**src/rtl/lzhc_ram.sv**
```systemverilog
// ----------------------------------------------------------------------------
// lzhc_ram
// Generic simple dual-port RAM: one write port, one read port with the
// read data registered.
// ----------------------------------------------------------------------------
module lzhc_ram #(
    parameter int WIDTH = 16,
    parameter int DEPTH = 256
) (
    input  logic                     clk,
    input  logic                     we,
    input  logic [$clog2(DEPTH)-1:0] waddr,
    input  logic [WIDTH-1:0]         wdata,
    input  logic                     re,
    input  logic [$clog2(DEPTH)-1:0] raddr,
    output logic [WIDTH-1:0]         rdata
);

    logic [WIDTH-1:0] mem [DEPTH];
    logic [WIDTH-1:0] rdata_reg;

    // write port
    always_ff @(posedge clk)
    begin
        if (we)
        begin
            mem[waddr] <= wdata;
        end
    end

    // registered read port
    always_ff @(posedge clk)
    begin
        if (re)
        begin
            rdata_reg <= mem[raddr];
        end
    end

    assign rdata = rdata_reg;

endmodule

```
**config.mk**
```make
export PLATFORM = sky130hd
export DESIGN_NAME = lzhc_ram
export DESIGN_NICKNAME = d
export VERILOG_FILES = /design/src/rtl/lzhc_ram.sv
export SDC_FILE = /design/constraint.sdc
export NUM_CORES = 2
export LEC_CHECK = 0
export ABC_CLOCK_PERIOD_IN_PS = 2250
export BUFFER_PORTS_ARGS = -buffer_cell sky130_fd_sc_hd__buf_4
export CORE_ASPECT_RATIO = 1.5
export CORE_MARGIN = 3
export CORE_UTILIZATION = 50
export CTS_BUF_LIST = sky130_fd_sc_hd__clkbuf_8
export CTS_CLUSTER_DIAMETER = 60
export DETAILED_ROUTE_END_ITERATION = 8
export PLACE_DENSITY = 0.7
export SYNTH_ARGS = -nofsm -noshare
export SYNTH_HDL_FRONTEND = slang
export SYNTH_SLANG_ARGS = --single-unit
```
**constraint.sdc**
```tcl
create_clock -name clk -period 2.25 [get_ports clk]
set_clock_uncertainty 0.1 [all_clocks]
set_input_delay 0.1125 -clock clk [delete_from_list [all_inputs] [get_ports clk]]
set_output_delay 0.1125 -clock clk [all_outputs]
set_load 0.02 [all_outputs]
```
==> run metrics <==
Die Area=0.3247 mm²; Crit Reg-Reg Startpoint=mem[55][9]; fin worst setup slack=-0.4142 ns; crit path cell chain=mux4_2, mux4_2, a22o_4, o32ai_4, buf_6, nor4_2; VDD IR-drop max=0.4912 mV; largest delay contributor family on the critical path=multiplexers; area fraction of the dominant cell type after synthesis=0.7772; crit path launch type=flip-flop; routability cong.=0.9820; number of fill cells in the layout=22180; global route total overflow=0; row cnt=252; Yosys reg bits=4112; H-tree depth=6; design area=0.1846 mm²; Buffers on Ports=50; 1st-pass router iterations=8; area leader, netlist=edfxtp_1; commonest non-fill, non-tap cell in the layout=edfxtp_1; period utilisation layout=1.184; setup TNS=-4.885 ns; Die X=466.3 µm; Req. time, crit path=2.93 ns; Clock Sinks=4112; Slew Viols, Final=0; root buf cell=clkbuf_8; failing checks=negative setup slack; post-synthesis cell count=7360; relative slew slack=0.1629; Yosys warning count=0; DRT iter0 DRCs=9898; asr flop ratio synth=0; NetSw=33120 µW; RSZ-0062 raised after global routing=true; HP Start=wdata[10]; Flop pwr share=0.576; Fmax=0.3753 GHz; most frequent cells in the layout=edfxtp_1 (4112), mux4_2 (797), buf_4 (691); DRC=0; vias in the first global route=83800; Die Span Y=696.4 µm; GRT Util Overall=0.2613; first-pass GRT wire length=607700 µm; status=complete, but fails checks; DR vias=81960; Post-Route WL=424800 µm; Worst Setup SP=mem[55][9]; combinational power share=0.063; crit-path most repeated cell=mux4_2; nets=8589; mean number of vias per cell=6.219; Final Util=0.5854; synth unique cells=51; Starting Density=0.5039; Reg clk slew, reported paths=0.06 ns; critical path arrival=3.35 ns; Post-synth EDFFs=4112; CP Class=flip-flop to flip-flop; mapped cell area=0.1589 mm²; crit end category=flip-flop; min cycle time layout=2.664 ns; Synth area leaders=edfxtp_1 (78%), mux4_2 (11%), mux2i_1 (3.6%); crit path max-delay cell type=mux4_2; Largest register FFs=4096; Clk Latency, worst-skew pair=1.06 ns; Syn Area/Cell=21.59 µm²; total power draw=146800 µW; final setup fails=16; clock tree buffer depth=4; initial antenna violation count=25; area grow syn2layout=16.19%; WP buf/inv=1; TritonCTS clock tree=yes; PD cells=795.0 mW/mm²; layout cells sized above 1=0.3044; Clk pwr share=0.361; num ports=51; Worst Tran Pin Value=1.246 ns; Placement Cell Area=0.1731 mm²; largest net degree at the start of global routing=97; Syn Nets=7395; antenna-violating nets left=0; Main synth FF type=edfxtp_1; Max FO, Critical Path=1; Setup WS pre-CTS=-1.609 ns; Core ar.=0.3153 mm²; hold violation total from the final report=0; total CTS buffers=576; Sw Ratio=0.2257; Pleak=0.06011 µW; DR WL/cell=32.23 µm; Cell Int Power=113600 µW; DPL Wire Length=273300 µm; sequential fraction of the synthesis area=0.7772; Hold Crit Class=input pin to flip-flop; max cap viols=0; crit-path max cell delay=0.59 ns
==> cells in the mapped netlist, types with 38 or more instances <==
library cell and number:
a21oi_1 175, a22oi_1 43, buf_2 76, buf_6 77, clkbuf_1 230, edfxtp_1 4112
mux2_2 88, mux2i_1 565, mux4_2 797, nand2_1 38, nor2_1 304, nor3_1 92
o221ai_1 252, o22ai_1 148
==> cells by family (layout without fill, tap and decap cells) <==
group | Yosys count | in the layout | share of synthesized area
muxes | 1450 | 1450 | 0.1548
other | 0 | 16 | 0
and+or+nand+nor | 556 | 556 | 0.01573
buffers and inverters | 456 | 2068 | 0.01692
DFF | 4112 | 4112 | 0.7772
AOI/OAI and AO/OA | 786 | 786 | 0.03534
==> cell type report <==
type / count / area (µm²) / area share
antenna: 16 / 40.04 / 0.0002169
clock buffer: 588 / 8093 / 0.04384
clock inverter: 408 / 2102 / 0.01139
inverter: 4 / 27.53 / 0.0001491
multi-input combinational: 2792 / 33500 / 0.1815
sequential: 4112 / 123500 / 0.6689
tap: 4191 / 5244 / 0.02841
timing repair buffer: 1068 / 12110 / 0.06561
==> timing repair <==
| action | 4_1_cts | 5_1_grt |
|---|---|---|
| hold endpoints to repair | 8043 | 0 |
| pin swaps | 21 | 11 |
| resized for setup | 85 | 28 |
| hold buffers | 54 | 0 |
| endpoints found under the setup margin | 16 | 17 |
| setup buffers | 0 | 0 |
| cloned | 0 | 2 |
==> power groups by stage <==
stage               logic [µW]  clock network, µW  registers [µW]
detailed placement        8770                  0           86200
finish                    9170              53000           84600
global placement          8590                  0           86200
global route              9500              57100           84500
CTS                       9070              53900           84600
floorplan                 4250                  0           86200
==> path summary, 6_finish.rpt <==
path / end / slack [ns] / cells past startpoint
max: rdata[9] / -0.41 / 6
min: mem[155][10] / 0.11 / 2
max reg2reg: rdata[9] / -0.41 / 6
min reg2reg: rdata[10] / 1.06 / 5
==> stage by stage <==
stage	cells	hold slack (ns)
finish	13180	0.1061
global route	13170	0.03233
CTS	13160	0.003468
detailed placement	12110	0.3980
global placement	12110	0.3981
floorplan	7360	0.1114
==> per-layer routing <==
| layer | vias to the layer above | global-route usage | part of all wire |
|---|---|---|---|
| li1 | 33740 | - | - |
| met1 | 43040 | 0.3201 | 0.34 |
| met2 | 4255 | 0.4371 | 0.51 |
| met3 | 918 | 0.04329 | 0.081 |
| met4 | 6 | 0.1603 | 0.070 |
| met5 | - | 0 | 0.000071 |
(Power assumes the default switching activity.)
