## src/rtl/lzhc_pkg.sv

```systemverilog
// ----------------------------------------------------------------------------
// lzhc_pkg
// Shared types and constants of the lz77 hash chain table: item kinds,
// fixed field widths and the command bundle of the rolling hash unit.
// ----------------------------------------------------------------------------
package lzhc_pkg;

    // fixed widths of the item fields
    localparam int KIND_WIDTH     = 2;
    localparam int BYTE_WIDTH     = 8;
    localparam int POS_WIDTH      = 16;
    localparam int HASH_OUT_WIDTH = 15;

    // item kinds
    typedef enum logic [KIND_WIDTH-1:0] {
        KIND_INSERT    = 2'd0,
        KIND_HASH_ONLY = 2'd1,
        KIND_NEXT      = 2'd2,
        KIND_SLIDE     = 2'd3
    } kind_t;

    // command to the rolling hash unit
    typedef struct packed {
        logic                  update;
        logic [BYTE_WIDTH-1:0] byte_value;
    } hash_cmd_t;

endpackage

```

## src/rtl/lzhc_hash.sv

```systemverilog
// ----------------------------------------------------------------------------
// lzhc_hash
// Rolling hash over the last few bytes: shift left and xor in the new byte,
// masked to the hash width. Gives the updated value ahead of the register so
// that the head table can be addressed in the same cycle.
// ----------------------------------------------------------------------------
module lzhc_hash #(
    parameter int HASH_WIDTH    = 15,
    parameter int MIN_MATCH_LEN = 3
) (
    input  logic                  clk,
    input  logic                  rst_n,
    input  lzhc_pkg::hash_cmd_t   cmd,
    output logic [HASH_WIDTH-1:0] hash_next,
    output logic [HASH_WIDTH-1:0] hash
);

    import lzhc_pkg::*;

    localparam int HSHIFT = (HASH_WIDTH + MIN_MATCH_LEN - 1) / MIN_MATCH_LEN;

    logic [HASH_WIDTH-1:0] hash_reg;
    logic [HASH_WIDTH-1:0] shifted;

    // shift and mix in the byte, upper bits fall off the top
    assign shifted   = hash_reg << HSHIFT;
    assign hash_next = shifted ^ HASH_WIDTH'(cmd.byte_value);

    // running hash register
    always_ff @(posedge clk or negedge rst_n)
    begin
        if (!rst_n)
        begin
            hash_reg <= '0;
        end
        else if (cmd.update)
        begin
            hash_reg <= hash_next;
        end
    end

    assign hash = hash_reg;

endmodule

```

## config.mk

```make
export PLATFORM = sky130hd
export DESIGN_NAME = lzhc_hash
export DESIGN_NICKNAME = d
export VERILOG_FILES = /design/src/rtl/lzhc_pkg.sv /design/src/rtl/lzhc_hash.sv
export SDC_FILE = /design/constraint.sdc
export NUM_CORES = 1
export LEC_CHECK = 0
export BUFFER_PORTS_ARGS = -buffer_cell sky130_fd_sc_hd__buf_2
export CAP_MARGIN = 20
export CORE_UTILIZATION = 40
export CTS_BUF_LIST = sky130_fd_sc_hd__clkbuf_4 sky130_fd_sc_hd__clkbuf_8
export DETAILED_ROUTE_END_ITERATION = 7
export GPL_ROUTABILITY_DRIVEN = 0
export PLACE_DENSITY = 0.76
export SLEW_MARGIN = 5
export SYNTH_ARGS = -nofsm -noshare
export SYNTH_HDL_FRONTEND = slang
export SYNTH_SLANG_ARGS = --single-unit
```

## constraint.sdc

```tcl
create_clock -name clk -period 1 [get_ports clk]
set_clock_uncertainty 0.2 [all_clocks]
set_input_delay 0.1 -clock clk [delete_from_list [all_inputs] [get_ports clk]]
set_output_delay 0.1 -clock clk [all_outputs]
set_load 0.05 [all_outputs]
```

==> reports/summary.json <==
{
  "max_rail_drop_vdd": {"value": 0.00122, "unit": "V"},
  "port_buffers": {"value": 40},
  "power_density": {"value": 2080, "unit": "nW/um^2"},
  "ys_warn_count": {"value": 0},
  "netlist.top_cell.by_area": {"value": "sky130_fd_sc_hd__dfrtp_1"},
  "cp-endpoint": {"value": "hash_next[6]"},
  "tritoncts": {"value": "built"},
  "final_layout_size_suffix_gt1_share": {"value": 94.6, "unit": "%"},
  "kind_of_cell_adding_the_most_delay_to_the_critical_path": {"value": "flip-flops"},
  "rows": {"value": 15},
  "clk_root_buffer_cell": {"value": "sky130_fd_sc_hd__clkbuf_4"},
  "finalSetupViolCount": {"value": 40},
  "cts.reportedPaths.clkPinSlew": {"value": 0.09, "unit": "ns"},
  "post_dp_cell_area": {"value": 935, "unit": "sq um"},
  "grt_antenna_before_repair": {"value": 0},
  "crit_path_top_delay_cell": {"value": "sky130_fd_sc_hd__dfrtp_2"},
  "nFillCells": {"value": 118},
  "fp.dieArea": {"value": 2000, "unit": "sq um"},
  "run_status": {"value": "complete, but fails checks"},
  "whs": {"value": -0.144, "unit": "ns"},
  "critical_path.n_buffers_inverters": {"value": 1},
  "routed_via_density": {"value": 4.33},
  "top_reg_cell_synth": {"value": "sky130_fd_sc_hd__dfrtp_1"},
  "post_cts_hold_buffer_count": {"value": 1},
  "crit_path_start_kind": {"value": "register"},
  "pre_cts_slack": {"value": -0.160, "unit": "ns"},
  "synth_edf_count": {"value": 0},
  "initial_utilization": {"value": 42.2, "unit": "%"},
  "ys_seq_elements": {"value": 15},
  "die_height": {"value": 44.7, "unit": "um"},
  "largest_register_ff_count": {"value": 15},
  "drt_iter0_markers": {"value": 4},
  "clock_insertion_delay_worst_skew": {"value": 0.28, "unit": "ns"},
  "worstPathRequired": {"value": 0.70, "unit": "ns"},
  "drt-wirelength-per-cell": {"value": 12.4, "unit": "um"},
  "worstRegToRegCells": {"value": 3},
  "sequential_share_of_the_synthesized_area": {"value": 51.5, "unit": "%"},
  "critical_path_arrival": {"value": 1.07, "unit": "ns"},
  "final.setup.tns": {"value": -7.52, "unit": "ns"},
  "track_usage": {"value": 17.5, "unit": "%"},
  "detailedRoute.firstPassIterationCount": {"value": 3},
  "final_nets": {"value": 104},
  "final_critical_period": {"value": 1.37, "unit": "ns"},
  "worst_slew_pin_slew": {"value": 0.332, "unit": "ns"},
  "netlist_instances": {"value": 47},
  "critical-path-max-stage-delay": {"value": 0.45, "unit": "ns"},
  "grt_start_max_net_pins": {"value": 16},
  "list_of_most_frequent_post_synthesis_cells": {"value": "sky130_fd_sc_hd__dfrtp_1 (15), sky130_fd_sc_hd__buf_4 (12), sky130_fd_sc_hd__mux2_4 (10)"},
  "max_cap_violations": {"value": 0},
  "antenna_left": {"value": 0},
  "floorplan.core_area": {"value": 1730, "unit": "sq um"},
  "crit_fanout": {"value": 2},
  "share_of_synthesized_registers_carrying_an_async_set_or_reset": {"value": 100, "unit": "%"},
  "synth_nets": {"value": 58},
  "global_route_wire_length_before_repair": {"value": 2420, "unit": "um"},
  "placedCellCount": {"value": 99},
  "endpoint_kind": {"value": "output pin"},
  "critical_path.reg2reg.endpoint": {"value": "hash[6]$_DFFE_PN0P_"},
  "top_count_cell_post_synth": {"value": "sky130_fd_sc_hd__dfrtp_1"},
  "cts_inserted_buffers": {"value": 3},
  "power": {"value": 2.65, "unit": "mW"},
  "route.final.wire_length": {"value": 1450, "unit": "um"},
  "via_count": {"value": 507},
  "regToRegStartpoint": {"value": "hash[1]$_DFFE_PN0P_"},
  "critical_path.cell_chain": {"value": "xor2_4 > buf_6"},
  "synth_cell_type_count": {"value": 7},
  "slew_viol_final": {"value": 0},
  "crit_path_start": {"value": "hash[1]$_DFFE_PN0P_"},
  "tritoncts_num_sinks": {"value": 15},
  "syn_area_per_cell": {"value": 15.5, "unit": "sq um"},
  "layout_setup_ws": {"value": -0.367, "unit": "ns"},
  "hold_viol_final": {"value": 5},
  "ios": {"value": 41},
  "crit_cells": {"value": 2},
  "areaGrowthSynthToFinish": {"value": 74.6, "unit": "%"},
  "failed_checks": {"value": "negative hold slack, negative setup slack"},
  "reg2reg_slack": {"value": -0.30, "unit": "ns"},
  "worst_slew_margin_rel": {"value": 77.9, "unit": "%"},
  "multiInputGateArea": {"value": 300, "unit": "sq um"},
  "leak_pwr": {"value": 0.619, "unit": "nW"},
  "grt_pass1_vias": {"value": 484},
  "syn-cell-area": {"value": 729, "unit": "sq um"},
  "n_antenna_cell": {"value": 0},
  "final_core_utilization": {"value": 73.8, "unit": "%"},
  "synth_top_area_share": {"value": 51.5, "unit": "%"},
  "finalCritPeriodShare": {"value": 137, "unit": "%"},
  "die-width": {"value": 44.7, "unit": "um"},
  "drc_errors": {"value": 0},
  "cts_max_level": {"value": 1},
  "final_area": {"value": 1270, "unit": "sq um"},
  "ff_latch_area": {"value": 389, "unit": "sq um"},
  "unrepaired_setup_endpoints_after_global_routing": {"value": "true"},
  "max_fclk": {"value": 732, "unit": "MHz"},
  "clock_tree.buffer_depth": {"value": 2},
  "grt_overflow_total": {"value": 0},
  "hp-class": {"value": "input port to register"},
  "post_layout_nonfiller_instances": {"value": 117},
  "timing.setup.critical_path_class": {"value": "register to output pin"},
  "synth_top_cells_by_area": {"value": "sky130_fd_sc_hd__dfrtp_1 (51%), sky130_fd_sc_hd__mux2_4 (21%), sky130_fd_sc_hd__buf_4 (12%), sky130_fd_sc_hd__mux2_2 (7.7%), sky130_fd_sc_hd__xor2_1 (3.6%)"}
}
worst min path at each step:
stage                       from                   end  slack, ns  depth (start not counted)
after floorplan            rst_n   hash[0]$_DFFE_PN0P_      -0.40                          0
after global placement     rst_n  hash[10]$_DFFE_PN0P_      -0.18                          1
after detailed placement   rst_n   hash[5]$_DFFE_PN0P_      -0.17                          1
after CTS                 cmd[4]   hash[4]$_DFFE_PN0P_      -0.16                          2
after global routing      cmd[1]   hash[1]$_DFFE_PN0P_      -0.16                          2
final                     cmd[4]   hash[4]$_DFFE_PN0P_      -0.14                          2
cell type report:
type | instances | share of cell area (%)
clock buffer | 3 | 1.77
multi-input combinational | 18 | 23.6
timing repair buffer | 55 | 41.3
clock inverter | 1 | 0.393
tap | 25 | 2.46
sequential | 15 | 30.6
kinds of logic after synthesis:
family                    count (synthesis)  share of synthesized area [%]
muxes                                    15                           28.3
DFF                                      15                           51.5
buffers and inverters                    14                           16.6
xor gates and xnor gates                  3                           3.60
metal layers:
metal	share of wire (%)	routed length, um	GRT usage [%]	vias up
met1	41	589	24.1	248
met3	6.1	88	3.60	2
li1	-	-	-	230
met4	0.69	10	9.09	0
met2	52	761	26.2	27
met5	0	0	0	-
worst register-to-register path, delay by kind of cell, from the launching register on:
kind | cells | cell delay (ns)
buffers and inverters | 1 | 0.13
DFF | 1 | 0.45
muxes | 1 | 0.25
xor gates and xnor gates | 1 | 0.16
cell usage in the layout (no fill, tap or decap):
master / instances
sky130_fd_sc_hd__clkinv_2: 1
sky130_fd_sc_hd__buf_8: 2
sky130_fd_sc_hd__clkbuf_4: 3
sky130_fd_sc_hd__buf_12: 1
sky130_fd_sc_hd__dlygate4sd3_1: 1
sky130_fd_sc_hd__buf_2: 15
sky130_fd_sc_hd__buf_4: 4
sky130_fd_sc_hd__dfrtp_1: 4
sky130_fd_sc_hd__xor2_4: 3
sky130_fd_sc_hd__mux2_2: 2
sky130_fd_sc_hd__buf_6: 32
sky130_fd_sc_hd__mux2_4: 13
sky130_fd_sc_hd__dfrtp_2: 11
power breakdown:
| part | internal [mW] | total, mW | switching [mW] | leakage (nW) |
|---|---|---|---|---|
| clock network | 0.148 | 0.342 | 0.193 | 0.0177 |
| logic | 0.635 | 1.47 | 0.831 | 0.437 |
| registers | 0.722 | 0.843 | 0.122 | 0.164 |
timing repair:
item / CTS / global route
gates resized for setup: 57 / 7
endpoints found under the hold margin: 20 / 5
buffers inserted: 10 / 3
endpoints found under the setup margin: 37 / 40
(Power assumes the default switching activity.)
